==> config.mk <==
export PLATFORM = sky130hd
export DESIGN_NAME = gcd_rot_cell
export DESIGN_NICKNAME = d
export VERILOG_FILES = /design/src/design/gcd_pkg.sv /design/src/design/gcd_rot_cell.sv
export SDC_FILE = /design/constraint.sdc
export NUM_CORES = 1
export LEC_CHECK = 0
export BUFFER_PORTS_ARGS = -buffer_cell sky130_fd_sc_hd__buf_2
export CELL_PAD_IN_SITES_DETAIL_PLACEMENT = 1
export CELL_PAD_IN_SITES_GLOBAL_PLACEMENT = 1
export CORE_MARGIN = 1
export CORE_UTILIZATION = 45
export CTS_CLUSTER_SIZE = 28
export DETAILED_ROUTE_END_ITERATION = 8
export PLACE_DENSITY = 0.83
export SYNTH_ARGS = -nofsm -noshare
export SYNTH_HDL_FRONTEND = slang
export SYNTH_SLANG_ARGS = --single-unit
==> constraint.sdc <==
create_clock -name clk -period 8.8 [get_ports clk]
set_input_delay 1.76 -clock clk [delete_from_list [all_inputs] [get_ports clk]]
set_output_delay 1.76 -clock clk [all_outputs]
set_load 0.05 [all_outputs]
==> src/design/gcd_pkg.sv <==
// Package for the great circle distance core: widths, CORDIC constants,
// the arctangent table, and the stage payload type shared by the CORDIC cell and the top level.
`default_nettype none
package gcd_pkg;
  localparam int CORDIC_STAGES = 24;
  localparam int STG_N = (CORDIC_STAGES < 62) ? CORDIC_STAGES : 62;
  localparam int IDX_W = 6;
  localparam int QW = 34;
  localparam int ZW = 33;
  localparam int RAD_W = 13;
  localparam int DIST_W = 22;
  localparam logic signed [QW-1:0] INV_GAIN = 34'sd652032874;
  localparam logic signed [QW-1:0] Q30_ONE = 34'sd1073741824;
  localparam logic [35:0] HALF_UDEG_Q62 = 36'd40244552543;
  localparam logic signed [31:0] FULL_TURN_H = 32'sd720000000;
  localparam logic signed [31:0] HALF_TURN_H = 32'sd360000000;
  localparam logic signed [31:0] QUARTER_TURN_H = 32'sd180000000;
  localparam logic [DIST_W-1:0] DIST_MAX = '1;

  typedef logic signed [QW-1:0] q_t;

  function automatic q_t atan_q30(input logic [IDX_W-1:0] i);
    q_t r;
    r = '0;
    case (i)
      6'd0: r = 34'sd843314857;
      6'd1: r = 34'sd497837829;
      6'd2: r = 34'sd263043837;
      6'd3: r = 34'sd133525159;
      6'd4: r = 34'sd67021687;
      6'd5: r = 34'sd33543516;
      6'd6: r = 34'sd16775851;
      6'd7: r = 34'sd8388437;
      6'd8: r = 34'sd4194283;
      6'd9: r = 34'sd2097149;
      6'd10: r = 34'sd1048576;
      default: begin
        if (i <= 6'd30) r = q_t'(34'sd1 <<< (6'd30 - i));
        else r = '0;
      end
    endcase
    return r;
  endfunction
endpackage
`default_nettype wire

==> src/design/gcd_rot_cell.sv <==
// One CORDIC stage cell, used for rotation (sine) and vectoring (arctangent).
// Depends on gcd_pkg.
`default_nettype none
module gcd_rot_cell
  import gcd_pkg::*;
(
  input  wire logic             clk,
  input  wire logic             en,
  input  wire logic [IDX_W-1:0] idx,
  input  wire logic             vec_mode,
  input  wire q_t               x_in,
  input  wire q_t               y_in,
  input  wire q_t               z_in,
  output q_t                    x_r,
  output q_t                    y_r,
  output q_t                    z_r
);
  q_t xs, ys, at;
  logic pos;
  always_comb begin
    xs = x_in >>> idx;
    ys = y_in >>> idx;
    at = atan_q30(idx);
    pos = vec_mode ? (y_in < 0) : (z_in >= 0);
  end
  always_ff @(posedge clk) begin
    if (en) begin
      x_r <= pos ? x_in - ys : x_in + ys;
      y_r <= pos ? y_in + xs : y_in - xs;
      z_r <= pos ? z_in - at : z_in + at;
    end
  end
endmodule
`default_nettype wire

==> reports/summary.txt <==
1st-pass router iterations -> 6
# DRC -> 0
clock slew at reported path FFs -> 70 ps
area share of the largest cell type after synthesis -> 19.5%
slew margin rel. -> 17.9%
setup_tns -> 0 ps
register area share after synthesis -> 19.5%
row count -> 67
crit share post-route -> 95.1%
initial detailed-routing violation count -> 1766
Core ar. -> 33900 sq um
Buf/Inv on CP -> 2
minimum clock period -> 8370 ps
Mapped Area -> 15700 sq um
Initial Util -> 46.3%
Total Power -> 3.28 mW
Syn Nets -> 2068
Setup crit start kind -> primary input
htree depth -> 3
I/O Buffers -> 212
Comb pwr share -> 63.8%
clock share of power -> 12.7%
Sw Pwr -> 1.65 mW
number of buffers created by CTS -> 9
nets@finish -> 2242
Antenna Violating Nets Remaining -> 0
synth-to-layout area growth -> 12.6%
pre-CTS setup slack -> 269 ps
postcts setup bufs -> 0
Slew @ Worst Pin -> 1230 ps
switching share of power -> 50.2%
initial antenna violation count -> 0
final hold vios -> 0
DIE AREA -> 35600 sq um
ys flop type -> edfxtp_1
DR WL/cell -> 27.7 um
layout cell share with drive strength beyond 1 -> 20.0%
synthesis-stage register bit count -> 102
Synth area leaders -> edfxtp_1 20%, mux4_2 8.8%, ha_1 8.1%, xnor2_1 6.7%, a21oi_1 5.1%
CTS resizes -> 0
endpoints failing setup -> 0
static leakage power -> 7.26 nW
outcome -> finished clean
Vias/cell -> 6.74
HPWL after DPL -> 53700 um
Worst Setup Slack, final -> 432 ps
DRT Wirelength -> 68500 um
VDD IR max -> 0.109 mV
routed vias -> 16700
EDFF count, synth -> 102
I/O pins -> 213
Internal Power -> 1.63 mW
Yosys warning count -> 0
# diodes -> 0
slowest cell delay on critical path -> 680 ps
grt ovf -> 0
RSZ-0062 raised after global routing -> no
CTS Sinks -> 102
Synth async-reset ratio -> 0%
design area -> 17700 sq um
CTS tree -> done
Synth area leader -> edfxtp_1
power per cell area -> 186 nW/um^2
cell chain of the critical path -> buf_4 -> buf_12 -> mux4_2 -> o22ai_1 -> a21oi_1 -> a2111o_1 -> a221oi_2 -> nand3b_1 -> nor3_1 -> o21ai_1 -> o31ai_1 -> xor2_1 -> ha_1 -> o21ai_0 -> nand2b_1 -> a21oi_1 -> a21o_1 -> o31a_1 -> o21ai_0 -> a221oi_1 -> a31oi_1 -> xnor2_1
DIE WIDTH -> 189 um
Worst Hold Class -> in2reg
CTS max path bufs -> 2
Die Height -> 189 um
fin. max-slew vios -> 0
DP Area -> 17400 sq um
Crit Path Category -> in2reg
crit path DAT -> 8510 ps
CP top delay family -> compound AO/OA/AOI/OAI gates
CTS Root Cell -> clkbuf_16
Unique masters post-synth -> 89
Reg power frac -> 23.5%
element type at the critical path end -> flop
number of global-route vias before repair -> 17100
count leader, synth -> a21oi_1
most instantiated cells after synthesis -> 159 x a21oi_1, 155 x nor2_1, 126 x nand2_1
Worst path slowest cell -> nor3_1
Hold-fix buffers, CTS -> 0
global placement routability congestion -> 1.04
syn avg cell area -> 8.46 sq um
worst path required time -> 8940 ps
worst-path fanout max -> 60
maxcap violations -> 0
first-pass GRT wire length -> 103000 um
largest net degree at the start of global routing -> 64
Cells after Synth -> 1852
All-Layer GR Usage -> 38.2%
fmax -> 120 MHz
==> cell usage in the layout (no fill, tap or decap), types with 23 or more instances in the layout <==
master      n
nor2b_1    28
nand3_1    53
o22ai_1    25
buf_4      63
mux2i_1    77
nand2_1   126
mux4_2     61
a21oi_1   158
inv_1      54
nor2_1    153
a21o_1     56
edfxtp_1  102
o31ai_1    25
ha_1      102
a31oi_1    33
and2_1     23
xnor2_1   120
o21ai_0   113
nand2b_1   31
xor2_1     54
nor3_1     28
buf_2     209
==> through the flow <==
step / hold WS, ps / utilization, % / instances
2_1_floorplan: 1870 / - / 1852
3_3_place_gp: 2090 / 51.3 / 2463
3_5_place_dp: 2080 / 51.3 / 2463
4_1_cts: 1680 / 52.1 / 2477
5_1_grt: 1700 / 52.1 / 2477
6_report: 1690 / 52.1 / 2477
==> cells by family (layout without fill, tap and decap cells) <==
family | Yosys count | in the layout | synth area share [%]
DFF | 102 | 102 | 19.5
xor gates and xnor gates | 174 | 174 | 9.72
AOI/OAI and AO/OA | 599 | 599 | 24.9
and+or+nand+nor | 538 | 538 | 16.8
buffers and inverters | 170 | 347 | 4.67
muxes | 164 | 164 | 15.9
adders and majority gates | 105 | 105 | 8.53
==> worst paths after layout <==
path | startpoint | cells past startpoint | slack, ps | to
hold / removal | y_in[0] | 2 | 1690 | y_r[0]$_DFFE_PP_
setup / recovery | idx[0] | 22 | 430 | x_r[33]$_DFFE_PP_
==> cell type report <==
class                           instances  area (sq um)
Fill cell                            4124         16200
Multi-Input combinational cell       1580         11900
Sequential cell                       102          3060
Timing Repair Buffer                  278          1630
Tap cell                              448           561
Clock buffer                           10           229
Inverter                               55           206
Clock inverter                          4          50.0
==> routing by layer <==
metal | vias up | GRT usage, % | wire length (um)
met3 | 189 | 8.68 | 6160
met4 | 0 | 19.2 | 3320
met1 | 8280 | 46.8 | 26900
li1 | 7379 | - | -
met5 | - | 0 | 0
met2 | 852 | 62.6 | 32200
==> flip-flops by register name, summed over array words and instances (netlist names) <==
| name | count |
|---|---|
| x_r | 34 |
| y_r | 34 |
| z_r | 34 |
==> power groups by stage <==
| stage | clock [mW] | combinational (mW) | sequential (mW) |
|---|---|---|---|
| finish | 0.416 | 2.09 | 0.770 |
| global route | 0.434 | 2.22 | 0.784 |
| CTS | 0.423 | 2.07 | 0.773 |
| detailed placement | 0 | 2.06 | 0.780 |
| global placement | 0 | 2.01 | 0.775 |
| floorplan | 0 | 1.03 | 1.27 |
(Power assumes the default switching activity.)
