<file path="src/design/gcd_pkg.sv">
// Package for the great circle distance core: widths, CORDIC constants,
// the arctangent table, and the stage payload type shared by the CORDIC cell and the top level.
`default_nettype none
package gcd_pkg;
  localparam int CORDIC_STAGES = 24;
  localparam int STG_N = (CORDIC_STAGES < 62) ? CORDIC_STAGES : 62;
  localparam int IDX_W = 6;
  localparam int QW = 34;
  localparam int ZW = 33;
  localparam int RAD_W = 13;
  localparam int DIST_W = 22;
  localparam logic signed [QW-1:0] INV_GAIN = 34'sd652032874;
  localparam logic signed [QW-1:0] Q30_ONE = 34'sd1073741824;
  localparam logic [35:0] HALF_UDEG_Q62 = 36'd40244552543;
  localparam logic signed [31:0] FULL_TURN_H = 32'sd720000000;
  localparam logic signed [31:0] HALF_TURN_H = 32'sd360000000;
  localparam logic signed [31:0] QUARTER_TURN_H = 32'sd180000000;
  localparam logic [DIST_W-1:0] DIST_MAX = '1;

  typedef logic signed [QW-1:0] q_t;

  function automatic q_t atan_q30(input logic [IDX_W-1:0] i);
    q_t r;
    r = '0;
    case (i)
      6'd0: r = 34'sd843314857;
      6'd1: r = 34'sd497837829;
      6'd2: r = 34'sd263043837;
      6'd3: r = 34'sd133525159;
      6'd4: r = 34'sd67021687;
      6'd5: r = 34'sd33543516;
      6'd6: r = 34'sd16775851;
      6'd7: r = 34'sd8388437;
      6'd8: r = 34'sd4194283;
      6'd9: r = 34'sd2097149;
      6'd10: r = 34'sd1048576;
      default: begin
        if (i <= 6'd30) r = q_t'(34'sd1 <<< (6'd30 - i));
        else r = '0;
      end
    endcase
    return r;
  endfunction
endpackage
`default_nettype wire

</file>
<file path="src/design/gcd_sqrt_cell.sv">
// One digit cell of the restoring square root chain (two bits per cell).
// Depends on gcd_pkg.
`default_nettype none
module gcd_sqrt_cell
  import gcd_pkg::*;
(
  input  wire logic        clk,
  input  wire logic        en,
  input  wire logic [5:0]  k,
  input  wire logic [61:0] n_in,
  input  wire logic [61:0] res_in,
  output logic [61:0]      n_r,
  output logic [61:0]      res_r
);
  logic [61:0] bitv, t;
  always_comb begin
    bitv = 62'd1 << {k, 1'b0};
    t = res_in + bitv;
  end
  always_ff @(posedge clk) begin
    if (en) begin
      if (n_in >= t) begin
        n_r <= n_in - t;
        res_r <= (res_in >> 1) + bitv;
      end else begin
        n_r <= n_in;
        res_r <= res_in >> 1;
      end
    end
  end
endmodule
`default_nettype wire

</file>
<file path="config.mk">
export PLATFORM = sky130hd
export DESIGN_NAME = gcd_sqrt_cell
export DESIGN_NICKNAME = d
export VERILOG_FILES = /design/src/design/gcd_pkg.sv /design/src/design/gcd_sqrt_cell.sv
export SDC_FILE = /design/constraint.sdc
export NUM_CORES = 1
export LEC_CHECK = 0
export ABC_CLOCK_PERIOD_IN_PS = 8500
export BUFFER_PORTS_ARGS = -buffer_cell sky130_fd_sc_hd__buf_2
export CORE_MARGIN = 8
export CORE_UTILIZATION = 45
export DETAILED_ROUTE_END_ITERATION = 10
export PLACE_DENSITY_LB_ADDON = 0.3
export SYNTH_ARGS = -nofsm -noshare
export SYNTH_HDL_FRONTEND = slang
export SYNTH_SLANG_ARGS = --single-unit
export TNS_END_PERCENT = 5
</file>
<file path="constraint.sdc">
create_clock -name clk -period 8.5 [get_ports clk]
set_input_delay 0.425 -clock clk [delete_from_list [all_inputs] [get_ports clk]]
set_output_delay 0.425 -clock clk [all_outputs]
set_load 0.01 [all_outputs]
</file>
==> flow_summary.ini, run 1 <==
[run_status]
status = completed

[hold_path]
hp-class = in2reg

[routing]
drt_first_pass_iters = 5
drc = 0
drt_iter0_markers = 1382
ant_nets = 0
wl_per_cell_um = 21.2
vias = 14200
wirelength_um = 49700
avgViaCountPerCell = 6.07

[power]
ir_drop_mv = 0.144
p_per_area_mw_per_mm2 = 140
p_leak_nw = 6.43

[synthesis]
synth_edf_count = 124
syn_avg_cell_area_um2 = 8.02
synth_cell_types = 79
syn_nets = 1979
ys_ff_latch = 124
syn_area_mm2 = 0.0140
synthCells = 1740
async_reset_ff_share_pct = 0
synth_ff_type = edfxtp_1
ys_seq_area_share_pct = 26.7
yosys_warnings = 0

[floorplan]
die_area_mm2 = 0.0369
die_x_um = 192
io_pins = 256
rows = 64
start_util_pct = 45.6
core_mm2 = 0.0306
die_y_um = 192

[grt]
overflow = 0
grt_pass1_vias = 13500
grt_max_degree = 71
grt_use_total_pct = 26.1
antenna_found_initial = 3
grt_pass1_wl_um = 76000

[timing]
setup_ws_ns = 1.57
drv_slew = 0
clock.fmax_mhz = 144
slew_headroom_pct = 40.7
finalSetupViolations = 0
rsz0062_at_grt = false
fin_hold_ws_ns = 0.295
post-route-period-util_pct = 81.6
setup-tns-final_ns = 0
finalCriticalPeriod_ns = 6.93
tightest_slew_ns = 0.890
timing.final.hold_violations = 0

[setup_path]
crit_buf_inv = 3
critPathSlowestCell = a221oi_1
arrival_ns = 7.11
end_kind = register
path_class = in2reg
startpoint_type = input port
crit_fanout = 47
cp.required_ns = 8.67
crit_family = compound AO/OA/AOI/OAI gates
slowest_delay_ns = 0.59

[finish]
drive_above_1_share_pct = 17.1
nets = 2180
fillers = 2972
antenna_cells = 0
area_delta_synth_final_pct = 14.5

[clock_network]
cts.sinks = 124
post_cts_buffers = 0
clk_path_buf_depth = 2
cts_buffers = 17
clkTransAtPathRegs_ns = 0.06
cts_resized = 0
cts_tree = built
h-tree-depth = 4
hold_buffers = 0
clk_root_buffer_cell = clkbuf_16

[placement]
portBuffers = 255
gp_congestion = 0.995
post-place-ws_ns = 1.27
dp_hpwl_um = 39900

[job]
cap_violations = 0
## logic make-up after synthesis
group,count (synthesis),synth area share (%)
and+or+nand+nor,605,20.8
AOI/OAI and AO/OA,569,26.0
xor gates and xnor gates,188,11.9
buffers and inverters,129,3.64
DFF,124,26.7
adders and majority gates,107,9.65
muxes,18,1.39
## area by class of cell
class / count / area (um^2) / share of cell area (%)
Multi-Input combinational cell: 1487 / 9730 / 60.9
Inverter: 49 / 184 / 1.15
Timing Repair Buffer: 262 / 1360 / 8.49
Tap cell: 396 / 495 / 3.10
Clock buffer: 18 / 429 / 2.69
Sequential cell: 124 / 3720 / 23.3
Clock inverter: 11 / 57.6 / 0.360
## worst paths after layout
check                    start       to  slack, ns  cells after the start
worst max-delay path      k[0]   n_r[1]       1.57                     26
worst min-delay path  n_in[18]  n_r[18]       0.29                      3
## layout by cell type (no fill, tap or decap), types with 7 or more instances in the layout
| cell | count |
|---|---|
| and3_1 | 8 |
| o41ai_1 | 8 |
| a21boi_0 | 9 |
| a211oi_1 | 18 |
| nand4_1 | 48 |
| o21ai_1 | 7 |
| o211ai_1 | 7 |
| nor3_1 | 41 |
| ha_1 | 106 |
| nand3_1 | 43 |
| a41oi_1 | 9 |
| o21ai_0 | 153 |
| a21o_1 | 54 |
| xor2_1 | 85 |
| a31o_2 | 9 |
| nor2_1 | 143 |
| buf_2 | 254 |
| mux2i_1 | 7 |
| a221oi_1 | 9 |
| inv_1 | 49 |
| o21bai_1 | 27 |
| a21oi_1 | 125 |
| edfxtp_1 | 124 |
| clkbuf_16 | 17 |
| xnor2_1 | 102 |
| a31oi_1 | 55 |
| and2_1 | 16 |
| nand2b_1 | 14 |
| nor2b_1 | 21 |
| o21a_1 | 15 |
| mux2_2 | 11 |
| nor4_1 | 7 |
| or3_1 | 12 |
| nand2_1 | 215 |
| o31ai_1 | 14 |
## flip-flops by register name, indices dropped and copies added, names as in the netlist
name / count
n_r: 62
res_r: 62
## synth_stat cells (all sizes together), types with 6 or more instances
cell type	number	share of area (%)
o21ai	163	5.9
nand4	48	2.2
and2	18	0.81
nor3	41	1.5
nand3	43	1.5
o41ai	8	0.50
clkbuf	63	1.7
a21o	54	2.9
a21boi	9	0.48
nor4	7	0.31
nor2	144	4.0
o211ai	9	0.56
o31ai	15	0.91
and3	8	0.36
a21oi	125	4.5
a41oi	9	0.56
a31o	9	0.56
ha	106	9.5
nand2	216	5.8
or2	6	0.27
edfxtp	124	27
mux2i	7	0.50
buf	17	0.63
mux2	11	0.89
xor2	85	5.3
inv	49	1.3
nor2b	21	0.94
nand2b	14	0.63
or3	12	0.54
a211oi	18	0.97
o21bai	27	1.5
xnor2	103	6.5
a221oi	10	0.67
a31oi	56	2.6
o21a	16	0.86
## metal layers
| metal | track usage (%) | routed length [um] |
|---|---|---|
| met1 | 37.2 | 23100 |
| met2 | 39.0 | 21300 |
| met3 | 4.87 | 3950 |
| met4 | 9.08 | 1360 |
| met5 | 0 | 31 |
## stage by stage
step	std cells	total power, mW	utilization [%]	instance area, um^2
final	2347	2.24	52.2	16000
after global routing	2347	2.35	52.2	16000
after CTS	2347	2.24	52.2	16000
after detailed placement	2318	1.58	50.7	15500
after global placement	2318	1.58	50.7	15500
after floorplan	1740	1.30	-	14000
## where the power goes
group	switching [mW]	internal [mW]
sequential	0.0191	0.771
clock	0.299	0.361
combinational	0.498	0.291
No activity file was read; power rests on OpenSTA's default activity.
==> run 2, diff against run 1 <==
ABC_AREA = 1   (was not set)
ABC_CLOCK_PERIOD_IN_PS = 6600   (was 8500)
clock period = 6.6 ns   (was 8.5 ns; I/O delays follow)
==> flow_summary.ini, run 2 <==
[routing]
wl_per_cell_um = 20.0
ant_nets = 0
drt_first_pass_iters = 6
drt_iter0_markers = 2218
avgViaCountPerCell = 5.53
wirelength_um = 76900
drc = 0
vias = 21300

[floorplan]
start_util_pct = 45.3
io_pins = 256
die_x_um = 215
die_area_mm2 = 0.0464
die_y_um = 215
core_mm2 = 0.0395
rows = 73

[timing]
slew_headroom_pct = 37.2
finalSetupViolations = 0
timing.final.hold_violations = 0
tightest_slew_ns = 0.933
finalCriticalPeriod_ns = 5.65
clock.fmax_mhz = 177
setup-tns-final_ns = 0
drv_slew = 0
rsz0062_at_grt = false
post-route-period-util_pct = 85.6

[setup_path]
slowest_delay_ns = 0.39
worstSetupPathDepth = 30
end_kind = register
critPathSlowestCell = o21ai_0
crit_fanout = 77
crit_buf_inv = 8
crit_top_cell = nand2_1
startpoint_type = input port
cp.required_ns = 6.80
arrival_ns = 5.85
crit_family = simple AND/OR/NAND/NOR gates
path_class = in2reg

[synthesis]
ys_ff_latch = 124
yosys_warnings = 0
yosys.area.top_type = edfxtp_1
synthCells = 3059
synth_edf_count = 124
async_reset_ff_share_pct = 0
synth_ff_type = edfxtp_1
syn_avg_cell_area_um2 = 5.85
syn_nets = 3298
synth_area_leaders = edfxtp_1, nand2_1, inv_1
synth_cell_types = 54
syn_area_mm2 = 0.0179
synth_top_area_share_pct = 20.8
synthTopCellsByCount = nand2_1, inv_1, nor2_1
yosysMostFrequentCell = nand2_1
ys_seq_area_share_pct = 20.8

[placement]
portBuffers = 255
dp_hpwl_um = 65800
gp_congestion = 1.03

[grt]
antenna_found_initial = 2
grt_pass1_wl_um = 117000
overflow = 0
grt_use_total_pct = 32.4
grt_max_degree = 98
grt_pass1_vias = 20900

[clock_network]
cts.sinks = 124
cts_buffers = 17
hold_buffers = 0
h-tree-depth = 4
post_cts_buffers = 0
clk_path_buf_depth = 2
cts_resized = 0
clkTransAtPathRegs_ns = 0.06
cts_tree = built
clk_root_buffer_cell = clkbuf_16

[finish]
final_util_pct = 51.4
nets = 3549
drive_above_1_share_pct = 10.9
top_regs = n_r x62, res_r x62
area_delta_synth_final_pct = 13.3
layout_common_cells = nand2_1, inv_1, nor2_1, buf_2, nand3_1
final_common_cell = nand2_1

[hold_path]
hp-class = in2reg
holdPathStages = 3

[power]
ir_drop_mv = 0.165
p_leak_nw = 9.75
p_per_area_mw_per_mm2 = 156

[run_status]
status = completed

[job]
cap_violations = 0
run 2: metal layers:
layer | GRT usage [%] | wire, um | vias to the layer above
met5 | 0 | 0 | -
met4 | 18.3 | 4930 | 0
met3 | 5.30 | 5840 | 225
met2 | 54.4 | 35200 | 1009
met1 | 39.1 | 31000 | 9631
li1 | - | - | 10400
run 2: worst min-delay path, cell delays in order:
cell     delay [ns]
buf_2          0.09
nand2_1        0.05
o21ai_1        0.06
run 2: path summary, 6_finish.rpt:
check / from / to
worst max-delay path: k[2] / n_r[16]
worst min-delay path: n_in[0] / n_r[0]
run 2: area by class of cell:
type	count	area [um^2]
Antenna cell	3	7.51
Clock buffer	18	429
Clock inverter	14	153
Fill cell	4386	19200
Inverter	493	1860
Multi-Input combinational cell	2413	12100
Sequential cell	124	3720
Tap cell	525	657
Timing Repair Buffer	261	1350
run 2: stage by stage:
stage / std cells / instance area (um^2) / hold slack (ns) / power (mW) / setup WS [ns]
floorplan: 3059 / 17900 / 0.442 / 1.75 / 2.47
global placement: 3816 / 19700 / 0.629 / 2.19 / 0.652
detailed placement: 3816 / 19700 / 0.636 / 2.18 / 0.723
CTS: 3848 / 20300 / 0.163 / 3.17 / 1.19
global route: 3850 / 20300 / 0.177 / 3.33 / 0.596
finish: 3851 / 20300 / 0.174 / 3.17 / 0.950
run 2: cells by family (layout without fill, tap and decap cells):
family	count (synthesis)	in the layout	synth area share [%]
adders and majority gates	107	107	7.52
buffers and inverters	522	786	11.6
other	0	3	0
AOI/OAI and AO/OA	470	470	14.5
DFF	124	124	20.8
and+or+nand+nor	1733	1733	40.5
xor gates and xnor gates	103	103	5.04
run 2: where the power goes:
part	switching (mW)	leakage (nW)	total, mW	internal, mW
clock network	0.400	0.278	0.985	0.586
registers	0.0258	1.21	1.03	0.999
logic	0.790	8.26	1.16	0.373
total	1.22	9.75	3.17	1.96
==> run 3, diff against run 2 <==
--- a/config.mk
+++ b/config.mk
@@ -9,5 +9,4 @@
 export ABC_CLOCK_PERIOD_IN_PS = 6600
 export BUFFER_PORTS_ARGS = -buffer_cell sky130_fd_sc_hd__buf_2
-export CORE_MARGIN = 8
 export CORE_UTILIZATION = 45
 export DETAILED_ROUTE_END_ITERATION = 10
==> constraint.sdc (replaced) <==
create_clock -name clk -period 6.6 [get_ports clk]
set_input_delay 1.32 -clock clk [delete_from_list [all_inputs] [get_ports clk]]
set_output_delay 1.32 -clock clk [all_outputs]
set_load 0.01 [all_outputs]
==> flow_summary.ini, run 3 (same netlist as run 2, synthesis figures left out) <==
[placement]
gp_congestion = 1.12
dp_hpwl_um = 62900
place_inst = 3827
post-place-ws_ns = 0.0540
portBuffers = 255

[floorplan]
rows = 72
die_area_mm2 = 0.0406
io_pins = 256
start_util_pct = 46.0
die_x_um = 201
core_mm2 = 0.0389
die_y_um = 201

[finish]
drive_above_1_share_pct = 11.4
layout_common_cells = nand2_1, inv_1, nor2_1, buf_2, nand3_1
top_regs = n_r x62, res_r x62
nets = 3567
area_delta_synth_final_pct = 14.3
final_cells = 3860
final_common_cell = nand2_1

[grt]
grt_use_total_pct = 36.4
antenna_found_initial = 1
grt_max_degree = 92
grt_pass1_vias = 20400
overflow = 0
grt_pass1_wl_um = 112000

[routing]
drt_first_pass_iters = 6
wl_per_cell_um = 19.2
drc = 0
ant_nets = 0
vias = 21300
wirelength_um = 74200
drt_iter0_markers = 2032
avgViaCountPerCell = 5.52

[clock_network]
cts.sinks = 124
cts_buffers = 17
clkTransAtPathRegs_ns = 0.06
clk_path_buf_depth = 2
post_cts_buffers = 0
h-tree-depth = 4
clk_root_buffer_cell = clkbuf_16
cts_tree = built

[hold_path]
hp-class = in2reg
min_from = n_in[61]
hold_end = n_r[61]
holdPathStages = 3

[power]
p_sw_mw = 1.22
sw_frac_of_total_pct = 37.9
p_leak_nw = 9.86
combPwrFrac_pct = 36.2
pwr-share-seq_pct = 31.9
ir_drop_mv = 0.189
p_per_area_mw_per_mm2 = 158
p_int_mw = 2.00
p_clk_share_pct = 32.0

[setup_path]
path_class = in2reg
startpoint_type = input port
end_kind = register
crit_fanout = 91
arrival_ns = 6.36
cp.required_ns = 6.81

[run_status]
status = completed

[timing]
post-route-period-util_pct = 93.1
rsz0062_at_grt = false
slew_headroom_pct = 50.6
tightest_slew_ns = 0.741
clock.fmax_mhz = 163
finalCriticalPeriod_ns = 6.15
finalSetupViolations = 0
timing.final.hold_violations = 0
fin_hold_ws_ns = 1.15
setup-tns-final_ns = 0
setup_ws_ns = 0.453
drv_slew = 0

[job]
cap_violations = 0
## run 3: cell count changes in the layout (fill, tap and decap cells not counted)
cell,change
nor4_1,-1
buf_12,+1
clkinvlp_4,-1
nor4_2,+1
bufinv_16,+1
clkinv_1,-1
diode_2,-2
buf_4,+17
clkinv_2,+1
## run 3: critical path, stage by stage
cell and delay [ns]:
buf_2 0.15, inv_2 0.08, nand3_1 0.23, inv_2 0.13, nand2_1 0.10, nor2_1 0.35
ha_1 0.39, nand2_1 0.15, o21ai_0 0.16, nand2_1 0.16, o22ai_1 0.14, a221oi_1 0.50
nand3_1 0.13, nand2_1 0.08, nand2_1 0.09, ha_1 0.39, nand2_1 0.11, nor2_1 0.13
inv_1 0.10, nor4_2 0.41, nand3_1 0.19, nand3_4 0.15, buf_12 0.34, nand2_1 0.12
xor2_1 0.17
## run 3: layer usage
layer  routed length, um  GRT usage (%)  vias to the layer above
li1                    -              -                    10500
met1               30100           44.4                     9582
met2               34100           61.7                     1032
met3                5270           4.29                      216
met4                4710           21.6                        0
met5                   0              0                        -
## run 3: area by class of cell
type	count	area (um^2)
Timing Repair Buffer	279	1500
Sequential cell	124	3720
Clock inverter	14	176
Inverter	493	1860
Multi-Input combinational cell	2413	12100
Antenna cell	1	2.50
Fill cell	4273	18500
Tap cell	518	648
Clock buffer	18	429
## run 3: power by group through the flow
stage                     Clock [mW]  Combinational, mW  Sequential [mW]
after global placement             0               1.14             1.04
final                           1.03               1.17             1.03
after floorplan                    0              0.657             1.10
after global routing            1.07               1.27             1.04
after CTS                       1.04               1.14             1.03
after detailed placement           0               1.14             1.04
## run 3: worst max path at each step
stage | end | cells after the start | from | slack [ns]
CTS | res_r[17] | 30 | k[2] | 0.51
global placement | res_r[19] | 30 | k[2] | -0.04
floorplan | n_r[27] | 31 | k[0] | 1.48
finish | res_r[17] | 25 | k[1] | 0.45
detailed placement | res_r[17] | 30 | k[2] | 0.05
global route | res_r[7] | 30 | k[2] | 0.11
## run 3: per-stage QoR
stage | instance area [um^2] | util, % | total power [mW]
floorplan | 17900 | - | 1.75
global placement | 19800 | 51.0 | 2.18
detailed placement | 19800 | 51.0 | 2.18
CTS | 20400 | 52.5 | 3.21
global route | 20400 | 52.5 | 3.38
finish | 20400 | 52.5 | 3.23
## run 3: timing repair
action | 4_1_cts | 5_1_grt
hold buffers | 0 | 0
gates resized for setup | 0 | 1
setup endpoints to repair | 0 | 19
hold endpoints to repair | 0 | 0
